## src/sv/cfr_pkg.sv

```systemverilog
`timescale 1ns / 1ps
package cfr_pkg;

	localparam int MAX_PAYLOAD = 30;
	localparam int CNT_W       = $clog2(MAX_PAYLOAD + 1);
	localparam int ADDR_W      = $clog2(MAX_PAYLOAD);

	localparam logic [7:0]  HEADER_BYTE  = 8'hC5;
	localparam logic [15:0] LEN_OVERHEAD = 16'd5;
	// longest total length still accepted by the length check: payload store plus 7
	localparam logic [15:0] LEN_LIMIT    = 16'(MAX_PAYLOAD + 7);

	typedef struct packed {
		logic              start;
		logic              bad;
		logic [7:0]        command;
		logic [CNT_W-1:0]  count;
	} frame_done_t;

	typedef struct packed {
		logic busy;
		logic can_load;
	} ro_status_t;

	typedef struct packed {
		logic       status;
		logic [7:0] command;
		logic [4:0] payload_length;
		logic [4:0] byte_index;
		logic [7:0] payload_byte;
		logic       last;
	} result_t;

endpackage

```

## src/sv/cfr_ifs.sv

```systemverilog
`timescale 1ns / 1ps
interface cfr_byte_if;
	logic       valid;
	logic       ready;
	logic [7:0] rx_byte;

	modport source (output valid, output rx_byte, input ready);
	modport sink (input valid, input rx_byte, output ready);
endinterface

interface cfr_result_if;
	logic       valid;
	logic       ready;
	logic       status;
	logic [7:0] command;
	logic [4:0] payload_length;
	logic [4:0] byte_index;
	logic [7:0] payload_byte;
	logic       last;

	modport source (output valid, output status, output command, output payload_length,
		output byte_index, output payload_byte, output last, input ready);
	modport sink (input valid, input status, input command, input payload_length,
		input byte_index, input payload_byte, input last, output ready);
endinterface

```

## src/sv/cfr_ram.sv

```systemverilog
`timescale 1ns / 1ps
module cfr_ram #(
	parameter int WIDTH = 8,
	parameter int DEPTH = 30
) (
	input  logic                     clk,
	input  logic                     we,
	input  logic [$clog2(DEPTH)-1:0] waddr,
	input  logic [WIDTH-1:0]         wdata,
	input  logic                     re,
	input  logic [$clog2(DEPTH)-1:0] raddr,
	output logic [WIDTH-1:0]         rdata
);

	logic [WIDTH-1:0] mem_q [DEPTH];
	logic [WIDTH-1:0] rdata_q;

	always_ff @(posedge clk) begin
		if (we) begin
			mem_q[waddr] <= wdata;
		end
		if (re) begin
			rdata_q <= mem_q[raddr];
		end
	end

	assign rdata = rdata_q;

endmodule

```

## src/sv/cfr_parser.sv

```systemverilog
`timescale 1ns / 1ps
module cfr_parser (
	input  logic                           clk,
	input  logic                           arst_n,
	input  logic                           in_valid,
	output logic                           in_ready,
	input  logic [7:0]                     rx_byte,
	input  cfr_pkg::ro_status_t            ro_stat,
	output cfr_pkg::frame_done_t           done,
	output logic                           mem_we,
	output logic [cfr_pkg::ADDR_W-1:0]     mem_waddr,
	output logic [7:0]                     mem_wdata
);

	localparam logic [2:0] PH_HUNT    = 3'd0;
	localparam logic [2:0] PH_LEN_LO  = 3'd1;
	localparam logic [2:0] PH_LEN_HI  = 3'd2;
	localparam logic [2:0] PH_CMD     = 3'd3;
	localparam logic [2:0] PH_PAYLOAD = 3'd4;
	localparam logic [2:0] PH_CHK     = 3'd5;

	logic [2:0]                  phase_q;
	logic [7:0]                  sum_q;
	logic [7:0]                  cmd_q;
	logic [15:0]                 len_q;
	logic [cfr_pkg::CNT_W-1:0]   cnt_q;
	logic                        accept;
	logic [15:0]                 len_full;
	logic [cfr_pkg::CNT_W-1:0]   cnt_next;
	logic                        overflow;

	// the checksum byte needs a free output register for its result
	assign in_ready = !ro_stat.busy && (phase_q != PH_CHK || ro_stat.can_load);
	assign accept   = in_valid && in_ready;
	assign len_full = {rx_byte, len_q[7:0]};
	assign cnt_next = cnt_q + cfr_pkg::CNT_W'(1);
	assign overflow = cnt_q >= cfr_pkg::CNT_W'(cfr_pkg::MAX_PAYLOAD);

	assign mem_we    = accept && phase_q == PH_PAYLOAD && !overflow;
	assign mem_waddr = cfr_pkg::ADDR_W'(cnt_q);
	assign mem_wdata = rx_byte;

	assign done.start   = accept && phase_q == PH_CHK;
	assign done.bad     = sum_q != rx_byte;
	assign done.command = cmd_q;
	assign done.count   = cnt_q;

	always_ff @(posedge clk or negedge arst_n) begin
		if (!arst_n) begin
			phase_q <= PH_HUNT;
			sum_q   <= '0;
			cmd_q   <= '0;
			len_q   <= '0;
			cnt_q   <= '0;
		end else if (accept) begin
			unique case (phase_q)
				PH_LEN_LO: begin
					len_q   <= {8'd0, rx_byte};
					sum_q   <= sum_q + rx_byte;
					phase_q <= PH_LEN_HI;
				end
				PH_LEN_HI: begin
					len_q   <= len_full;
					sum_q   <= sum_q + rx_byte;
					phase_q <= (len_full > cfr_pkg::LEN_LIMIT) ? PH_HUNT : PH_CMD;
				end
				PH_CMD: begin
					cmd_q   <= rx_byte;
					sum_q   <= sum_q + rx_byte;
					cnt_q   <= '0;
					phase_q <= (len_q > cfr_pkg::LEN_OVERHEAD) ? PH_PAYLOAD : PH_CHK;
				end
				PH_PAYLOAD: begin
					if (overflow) begin
						// store full: drop the frame without a result
						cnt_q   <= '0;
						phase_q <= PH_HUNT;
					end else begin
						cnt_q <= cnt_next;
						sum_q <= sum_q + rx_byte;
						if (16'(cnt_next) >= len_q - cfr_pkg::LEN_OVERHEAD) begin
							phase_q <= PH_CHK;
						end
					end
				end
				PH_CHK: begin
					phase_q <= PH_HUNT;
				end
				default: begin
					phase_q <= PH_HUNT;
					if (rx_byte == cfr_pkg::HEADER_BYTE) begin
						sum_q   <= rx_byte;
						phase_q <= PH_LEN_LO;
					end
				end
			endcase
		end
	end

endmodule

```

## src/sv/cfr_readout.sv

```systemverilog
`timescale 1ns / 1ps
module cfr_readout (
	input  logic                           clk,
	input  logic                           arst_n,
	input  cfr_pkg::frame_done_t           done,
	output cfr_pkg::ro_status_t            ro_stat,
	output logic                           mem_re,
	output logic [cfr_pkg::ADDR_W-1:0]     mem_raddr,
	input  logic [7:0]                     mem_rdata,
	output logic                           out_valid,
	input  logic                           out_ready,
	output cfr_pkg::result_t               out_data
);

	localparam logic [1:0] RO_IDLE = 2'd0;
	localparam logic [1:0] RO_READ = 2'd1;
	localparam logic [1:0] RO_WAIT = 2'd2;

	logic [1:0]                  state_q;
	logic [cfr_pkg::ADDR_W-1:0]  idx_q;
	logic [7:0]                  cmd_q;
	logic [cfr_pkg::CNT_W-1:0]   cnt_q;
	logic                        out_valid_q;
	cfr_pkg::result_t            out_q;
	logic                        can_load;
	logic [cfr_pkg::CNT_W-1:0]   idx_next;
	logic                        idx_last;
	logic                        load_single;
	logic                        load_byte;

	assign can_load    = !out_valid_q || out_ready;
	assign idx_next    = cfr_pkg::CNT_W'(idx_q) + cfr_pkg::CNT_W'(1);
	assign idx_last    = idx_next == cnt_q;
	assign load_single = done.start && (done.bad || done.count == '0);
	assign load_byte   = state_q == RO_WAIT && can_load;

	assign ro_stat.busy     = state_q != RO_IDLE;
	assign ro_stat.can_load = can_load;

	assign mem_re    = state_q == RO_READ;
	assign mem_raddr = idx_q;

	assign out_valid = out_valid_q;
	assign out_data  = out_q;

	always_ff @(posedge clk or negedge arst_n) begin
		if (!arst_n) begin
			state_q     <= RO_IDLE;
			idx_q       <= '0;
			cmd_q       <= '0;
			cnt_q       <= '0;
			out_valid_q <= 1'b0;
		end else begin
			if (load_single || load_byte) begin
				out_valid_q <= 1'b1;
			end else if (out_ready) begin
				out_valid_q <= 1'b0;
			end
			unique case (state_q)
				RO_IDLE: begin
					if (done.start && !load_single) begin
						cmd_q   <= done.command;
						cnt_q   <= done.count;
						idx_q   <= '0;
						state_q <= RO_READ;
					end
				end
				RO_READ: begin
					state_q <= RO_WAIT;
				end
				RO_WAIT: begin
					if (can_load) begin
						if (idx_last) begin
							state_q <= RO_IDLE;
						end else begin
							idx_q   <= idx_q + cfr_pkg::ADDR_W'(1);
							state_q <= RO_READ;
						end
					end
				end
				default: begin
					state_q <= RO_IDLE;
				end
			endcase
		end
	end

	always_ff @(posedge clk) begin
		if (load_single) begin
			out_q.status         <= done.bad;
			out_q.command        <= done.command;
			out_q.payload_length <= 5'(done.count);
			out_q.byte_index     <= '0;
			out_q.payload_byte   <= '0;
			out_q.last           <= 1'b1;
		end else if (load_byte) begin
			out_q.status         <= 1'b0;
			out_q.command        <= cmd_q;
			out_q.payload_length <= 5'(cnt_q);
			out_q.byte_index     <= 5'(idx_q);
			out_q.payload_byte   <= mem_rdata;
			out_q.last           <= idx_last;
		end
	end

endmodule

```

## src/sv/checksummed_frame_receiver.sv

```systemverilog
`timescale 1ns / 1ps
// Frame receiver: hunts for header byte 0xC5, then takes a 16-bit little-endian
// total length, a command byte, up to 30 payload bytes and an 8-bit additive
// checksum. Frames that are too long or overflow the payload store are dropped
// with no result. While parsing, one byte is accepted per cycle unless the
// readout is busy or, for the checksum byte, the output holds an untaken item.
// The checksum byte of a bad frame or of a frame with no payload yields one
// result item; a good frame with N payload bytes yields N items read back from
// the payload RAM (read, then present); no byte is accepted during readout. The
// output register lets a waiting result stand while parsing goes on.
module checksummed_frame_receiver (
	input  logic          clk,
	input  logic          arst_n,
	cfr_byte_if.sink      rx,
	cfr_result_if.source  res
);

	cfr_pkg::ro_status_t          ro_stat;
	cfr_pkg::frame_done_t         done;
	cfr_pkg::result_t             out_data;
	logic                         mem_we;
	logic [cfr_pkg::ADDR_W-1:0]   mem_waddr;
	logic [7:0]                   mem_wdata;
	logic                         mem_re;
	logic [cfr_pkg::ADDR_W-1:0]   mem_raddr;
	logic [7:0]                   mem_rdata;

	cfr_parser u_parser (
		.clk       (clk),
		.arst_n    (arst_n),
		.in_valid  (rx.valid),
		.in_ready  (rx.ready),
		.rx_byte   (rx.rx_byte),
		.ro_stat   (ro_stat),
		.done      (done),
		.mem_we    (mem_we),
		.mem_waddr (mem_waddr),
		.mem_wdata (mem_wdata)
	);

	cfr_ram #(
		.WIDTH (8),
		.DEPTH (cfr_pkg::MAX_PAYLOAD)
	) u_store (
		.clk   (clk),
		.we    (mem_we),
		.waddr (mem_waddr),
		.wdata (mem_wdata),
		.re    (mem_re),
		.raddr (mem_raddr),
		.rdata (mem_rdata)
	);

	cfr_readout u_readout (
		.clk       (clk),
		.arst_n    (arst_n),
		.done      (done),
		.ro_stat   (ro_stat),
		.mem_re    (mem_re),
		.mem_raddr (mem_raddr),
		.mem_rdata (mem_rdata),
		.out_valid (res.valid),
		.out_ready (res.ready),
		.out_data  (out_data)
	);

	assign res.status         = out_data.status;
	assign res.command        = out_data.command;
	assign res.payload_length = out_data.payload_length;
	assign res.byte_index     = out_data.byte_index;
	assign res.payload_byte   = out_data.payload_byte;
	assign res.last           = out_data.last;

	// no byte taken while the payload is being read back
	assert property (@(posedge clk) disable iff (!arst_n)
		!(rx.valid && rx.ready && ro_stat.busy))
		else $error("byte accepted during readout");

	// store is never written while it is being read out
	assert property (@(posedge clk) disable iff (!arst_n)
		mem_we |-> !ro_stat.busy)
		else $error("payload write during readout");

	// a bad frame gives one final item flagged bad right away
	assert property (@(posedge clk) disable iff (!arst_n)
		done.start && done.bad |=> res.valid && res.last && res.status)
		else $error("bad frame result missing");

	// an item that is not the last of its frame is always a good payload byte
	assert property (@(posedge clk) disable iff (!arst_n)
		res.valid && !res.last |-> !res.status && res.payload_length != 5'd0)
		else $error("non-final item is not a payload byte");

endmodule
```

## src/flat_wrapper.sv

```systemverilog
// flat-port wrapper written by rule: the top's interface ports become plain ports
module checksummed_frame_receiver_flat 
  (clk, arst_n, rx_valid, rx_rx_byte, rx_ready, res_valid, res_status, res_command, res_payload_length, res_byte_index, res_payload_byte, res_last, res_ready);
  cfr_byte_if rx_i ();
  cfr_result_if res_i ();
  input  logic clk;
  input  logic arst_n;
  input wire logic [$bits(rx_i.valid)-1:0] rx_valid;
  input wire logic [$bits(rx_i.rx_byte)-1:0] rx_rx_byte;
  output wire logic [$bits(rx_i.ready)-1:0] rx_ready;
  output wire logic [$bits(res_i.valid)-1:0] res_valid;
  output wire logic [$bits(res_i.status)-1:0] res_status;
  output wire logic [$bits(res_i.command)-1:0] res_command;
  output wire logic [$bits(res_i.payload_length)-1:0] res_payload_length;
  output wire logic [$bits(res_i.byte_index)-1:0] res_byte_index;
  output wire logic [$bits(res_i.payload_byte)-1:0] res_payload_byte;
  output wire logic [$bits(res_i.last)-1:0] res_last;
  input wire logic [$bits(res_i.ready)-1:0] res_ready;
  assign rx_i.valid = rx_valid;
  assign rx_i.rx_byte = rx_rx_byte;
  assign rx_ready = rx_i.ready;
  assign res_valid = res_i.valid;
  assign res_status = res_i.status;
  assign res_command = res_i.command;
  assign res_payload_length = res_i.payload_length;
  assign res_byte_index = res_i.byte_index;
  assign res_payload_byte = res_i.payload_byte;
  assign res_last = res_i.last;
  assign res_i.ready = res_ready;
  checksummed_frame_receiver u_core (.clk(clk), .arst_n(arst_n), .rx(rx_i), .res(res_i));
endmodule
```

## config.mk

```make
export PLATFORM = sky130hd
export DESIGN_NAME = checksummed_frame_receiver_flat
export DESIGN_NICKNAME = d
export VERILOG_FILES = /design/src/sv/cfr_pkg.sv /design/src/sv/cfr_ifs.sv /design/src/sv/cfr_ram.sv /design/src/sv/cfr_parser.sv /design/src/sv/cfr_readout.sv /design/src/sv/checksummed_frame_receiver.sv /design/src/flat_wrapper.sv
export SDC_FILE = /design/constraint.sdc
export NUM_CORES = 1
export LEC_CHECK = 0
export CORE_MARGIN = 2
export CORE_UTILIZATION = 30
export CTS_CLUSTER_SIZE = 30
export DETAILED_ROUTE_END_ITERATION = 12
export DONT_BUFFER_PORTS = 1
export GPL_ROUTABILITY_DRIVEN = 0
export GPL_TIMING_DRIVEN = 0
export SYNTH_ARGS = -nofsm -noshare
export SYNTH_HDL_FRONTEND = slang
export SYNTH_SLANG_ARGS = --single-unit
```

## constraint.sdc

```tcl
create_clock -name clk -period 3.3 [get_ports clk]
set_input_delay 0.33 -clock clk [delete_from_list [all_inputs] [get_ports clk]]
set_output_delay 0.33 -clock clk [all_outputs]
set_load 0.03 [all_outputs]
```

# Yosys cells after proc, flatten, opt, wreduce, memory -nomap -nowiden
# Memory sizes are Yosys's and may differ from the RTL's. A register that Yosys moved wholly into a read port is not among the register bits.
# Index checks and enable logic that the tools add are counted.
# totals
ff_bits,89
mem_count,1
ram_bits,240
# memory_table
memory,depth,word_bits,read_ports,rd_ports_with_merged_regs,write_ports,line_no,source
u_core.u_store.mem_q,30,8,1,1,1,cfr_ram.sv:15,logic [WIDTH-1:0] mem_q [DEPTH];
# classes
magnitude_cmp,4
add_sub_neg,4
n_eq_ne,16
n_bitwise,2
n_reduce_logical,35
mux,26
# ops
op,n
$mux 28,2
$pmux 16 s2,1
$pmux 8 s3,1
$mux 5,4
$pmux 5 s2,2
$ge 5x16->1,1
$gt 16x3->1 const B,1
$gt 16x6->1 const B,1
$mux 8,2
$sub 16x3->16 const B,1
$pmux 3 s5,1
$reduce_and 2->1,6
$reduce_bool 2->1,6
$add 5x1->5 const B,2
$add 8x8->8,1
$eq 8x8->1 const B,1
$logic_and 1x1->1,8
$ne 2x2->1 const B,4
$ne 8x8->1,1
$reduce_and 4->1,2
$mux 1,7
$eq 3x2->1 const B,2
$eq 3x3->1 const B,2
$mux 2,3
other kinds (17),25

# Longest topological paths before layout
# depth
ltp_word,11
mapped_depth,11
mapped_depth_nobuf,11

# Cells and area by module
# Synthesis repeated with hierarchy kept, for this count alone.
# hier_totals
hier_cells,1005
hier_area_um2,14721.6
# modules_own_cells
mod,n_inst,area_per_inst_um2,cells_each
cfr_ram,1,9887.0,517
cfr_parser,1,2687.6,279
cfr_readout,1,2147.1,209

# Worst setup path before layout
# OpenSTA, ideal clock, no wires.
# synth_timing
kind,register to register
start,register u_core.u_readout.idx_q (netlist bit u_core.u_readout.mem_raddr[0])
end,"register u_core.u_store.rdata_q[0], in the netlist u_core.u_store.rdata[0] (read register of u_core.u_store.mem_q), data pin"
t_required_ns,3.040
t_arrival_ns,2.278
stages_incl_launch_ff,6
setup_ns,0.260
n_path_buf,2
period_less_slack_ns,2.538
setup_slack_ns,0.762
cell_sequence,dfrtp_1 -> clkbuf_1 -> buf_1 -> mux4_2 -> mux4_2 -> mux2_2
# synth_rtl
element,line_no,source
"start, declared",cfr_readout.sv:20,logic [cfr_pkg::ADDR_W-1:0] idx_q;
"start signal, assigned",cfr_readout.sv:76,idx_q <= idx_q + cfr_pkg::ADDR_W'(1);
"end, declared",cfr_ram.sv:16,logic [WIDTH-1:0] rdata_q;

# Final worst setup path
# layout_timing
start,register u_core.u_parser.phase_q[0]
end,memory u_core.u_store.mem_q[20][0] (enable)
# layout_via
elab_chain_cells,8
elab_cells_between_ends,9
# layout_lines
element,line_no,source
"start, declared",cfr_parser.sv:22,logic [2:0] phase_q;
"start signal, assigned",cfr_parser.sv:65,phase_q <= (len_full > cfr_pkg::LEN_LIMIT) ? PH_HUNT : PH_CMD;
"start signal, assigned",cfr_parser.sv:71,phase_q <= (len_q > cfr_pkg::LEN_OVERHEAD) ? PH_PAYLOAD : PH_CHK;
$ne 3x3->1,cfr_parser.sv:33,assign in_ready = !ro_stat.busy && (phase_q != PH_CHK || ro_stat.can_load);
$logic_or 1x1->1,cfr_parser.sv:33,
$logic_and 1x1->1,cfr_parser.sv:33,
$logic_and 1x1->1,cfr_parser.sv:34,assign accept = in_valid && in_ready;
$logic_and 1x1->1 (*) (2 in series),cfr_parser.sv:39,assign mem_we = accept && phase_q == PH_PAYLOAD && !overflow;
$mux 1 (*),cfr_ram.sv:19,if (we) begin
$mux 1 (implied by the code) (*),cfr_ram.sv:20,mem_q[waddr] <= wdata;
"end, declared",cfr_ram.sv:15,
# Mark *: on every way between the ends. The rest lies on a longest branch, timed or not.

==> out/metrics.cfg <==
[worst_hold_path]
whs_endpoint=u_core.u_parser.sum_q[6]
hp-class=input pin to flip-flop
hold_depth=4
min_from=rx_rx_byte[6]

[synth]
synth_edf_count=262
yosys_warnings=0
synthArstFlopShare_pct=18.1
synthesis.area_um2=14200
ys_ff_latch=337
synth.distinct_cells=56
syn_nets=901
syn_area_per_cell_um2=16.3
yosys_most_used_dff=edfxtp_1
synthCells=868
yosysSeqAreaShare_pct=68.3

[finish]
final_common_cell=edfxtp_1
diodes=0
syn2layout_area_growth_pct=15.1
fin_util_pct=35.0
drive_gt1_share_pct=21.2
fin_cells=1544
nets=945
final_cell_mix=edfxtp_1, nand2_1, mux4_2

[cts]
clock_latency_ns=0.59
path_clk_slew_ns=0.07
postCtsSetupBuffers=0
clock_path_buffers=3
root_buffer=clkbuf_16
cts_tree=built
clkSinkCount=337
cts_buffers=31
h-tree-depth=1

[timing]
finClkSkew_ns=0.0170
finalSetupViolations=0
hold_violations=0
fmaxAchievable_mhz=319
worst_pin_slew_ns=1.31
drv_slew=0
post-route-period-util_pct=94.9
rsz0062_at_grt=yes
post-route-min-period_ns=3.13
holdWs_ns=0.0311
slew_headroom_pct=12.2
worst_slack_ns=0.167

[placement]
portBuffers=0
post-dp-hpwl_um=20100
post-place-ws_ns=0.0794
placed_cells=1476

[critical_path]
critPathKind=flip-flop to flip-flop
r2r_cells=6
worst_r2r_startpoint=u_core.u_parser.phase_q[0]
startpoint_type=flip-flop
arrival_ns=3.34
rrSetupSlack_ns=0.17
endpoint_kind=flip-flop
reg2reg_to=u_core.u_store.mem_q[20][0]
cp.required_ns=3.50
path_max_fanout=10

[power]
peakVddDrop_uv=626
power_leakage_nw=5.46
p_per_area_nw_per_um2=715
power_w=0.0117

[drt]
remaining_drc_errors=0
avgRoutedWirePerCell_um=20.9
routed_via_density=4.96
vias=7658
drt_iter0_markers=567
totalWireLength_um=32300
first_pass_iters=7
drtAntennaViolNets=0

[floorplan]
dieArea_um2=49000
num_rows=79
start_util_pct=30.4
coreArea_um2=46600
fp.dieW_um=221
die_h_um=221
ios=42

[status]
outcome=finished clean

[global_routing]
grt_pass1_wl_um=49200
grt_pass1_vias=7735
grt_antenna_before_repair=1
grtUsageTotal_pct=13.2
overflow=0
grt_max_degree=62

[job]
max_cap_violations=0

-- cell families after synthesis --
group                      share of synthesized area [%]
adders and majority gates                           1.91
xor gates and xnor gates                            1.30
muxes                                               15.3
buffers and inverters                               1.41
AOI/OAI and AO/OA                                   5.01
DFF                                                 68.3
and+or+nand+nor                                     6.79
-- power by group --
| group | leakage, nW | switching (W) | internal (W) | total, W |
|---|---|---|---|---|
| sequential | 3.26 | 0.000471 | 0.00491 | 0.00538 |
| combinational | 1.64 | 0.00130 | 0.00104 | 0.00234 |
| clock | 0.555 | 0.00158 | 0.00235 | 0.00393 |
| total | 5.46 | 0.00336 | 0.00830 | 0.0117 |
-- per-stage QoR --
step | TNS (ns) | instance area (um^2)
after floorplan | 0 | 14200
after global placement | 0 | 14900
after detailed placement | 0 | 14900
after CTS | 0 | 16300
after global routing | -3.78 | 16300
final | 0 | 16300
-- worst max path at each step --
stage	startpoint	end	slack (ns)
finish	u_core.u_parser.phase_q[0]	u_core.u_store.mem_q[20][0]	0.17
global route	u_core.u_parser.phase_q[0]	u_core.u_store.mem_q[8][5]	-0.1
detailed placement	u_core.u_readout.mem_raddr[1]	u_core.u_store.rdata[4]	0.08
floorplan	u_core.u_readout.mem_raddr[0]	u_core.u_store.rdata[0]	0.76
CTS	u_core.u_parser.phase_q[0]	u_core.u_store.mem_q[17][2]	0.01
global placement	u_core.u_readout.mem_raddr[1]	u_core.u_store.rdata[4]	0.11
-- synth_stat cells, types with 3 or more instances --
master / n / area share [%]
mux4_2: 72 / 11
xnor2_1: 11 / 0.68
nand2_1: 79 / 2.1
dfrtp_1: 61 / 11
or3_1: 3 / 0.13
nand3_1: 12 / 0.42
clkbuf_1: 29 / 0.77
a211oi_1: 3 / 0.16
nand2b_1: 7 / 0.31
nand3b_1: 4 / 0.21
o21a_1: 3 / 0.16
edfxtp_1: 262 / 56
dfxtp_1: 14 / 2.0
buf_1: 5 / 0.13
nor2b_1: 9 / 0.40
mux2i_1: 8 / 0.57
nor3_1: 7 / 0.25
nor2_1: 61 / 1.6
mux2_1: 12 / 0.95
buf_2: 4 / 0.14
nor4_1: 7 / 0.31
mux2_2: 28 / 2.2
inv_1: 9 / 0.24
o21ai_1: 11 / 0.39
or2_1: 3 / 0.13
ha_1: 20 / 1.8
nand4_1: 6 / 0.26
a22o_1: 14 / 0.87
inv_2: 3 / 0.079
a21oi_1: 28 / 0.99
xor2_1: 10 / 0.62
o21ai_0: 23 / 0.81
a21o_1: 7 / 0.37
-- metal layers --
layer,part of all wire [%],GRT usage (%),up-vias
li1,-,-,3456
met1,44,17.4,3982
met2,49,22.3,178
met3,4.6,2.36,40
met4,1.7,3.85,2
met5,0.040,0,-
-- state kept, by name, indices dropped and copies added, names as in the netlist --
signal,count
u_core.u_parser.phase_q,3
u_core.u_parser.sum_q,8
u_core.u_store.mem_q,240
u_core.u_parser.mem_waddr,5
u_core.u_readout.out_data,28
u_core.u_readout.state_q,2
u_core.u_readout.cnt_q,5
u_core.u_parser.cmd_q,8
u_core.u_store.rdata,8
u_core.u_readout.out_valid,1
u_core.u_readout.cmd_q,8
u_core.u_parser.len_q,16
u_core.u_readout.mem_raddr,5
-- cell type report --
| cell class | instances | area (um^2) |
|---|---|---|
| fill | 4350 | 30200 |
| buffer | 39 | 156 |
| clock inverter | 16 | 251 |
| sequential | 337 | 9670 |
| timing repair buffer | 11 | 199 |
| inverter | 12 | 45.0 |
| multi-input combinational | 480 | 4340 |
| clock buffer | 42 | 882 |
| tap | 607 | 759 |
-- critical path: stages (launching register included) --
cell and delay, ns:
dfrtp_1 0.37, clkbuf_1 0.21, nor3_1 0.33, o21ai_1 0.31, nor2_1 0.39, nand2_1 0.39
nor2_1 0.74
-- what timing repair did --
| action | 4_1_cts | 5_1_grt |
|---|---|---|
| resized for setup | 0 | 20 |
| hold endpoints to repair | 328 | 0 |
| hold buffers | 10 | 0 |
| endpoints found under the setup margin | 0 | 166 |
No activity file was read; power rests on OpenSTA's default activity.
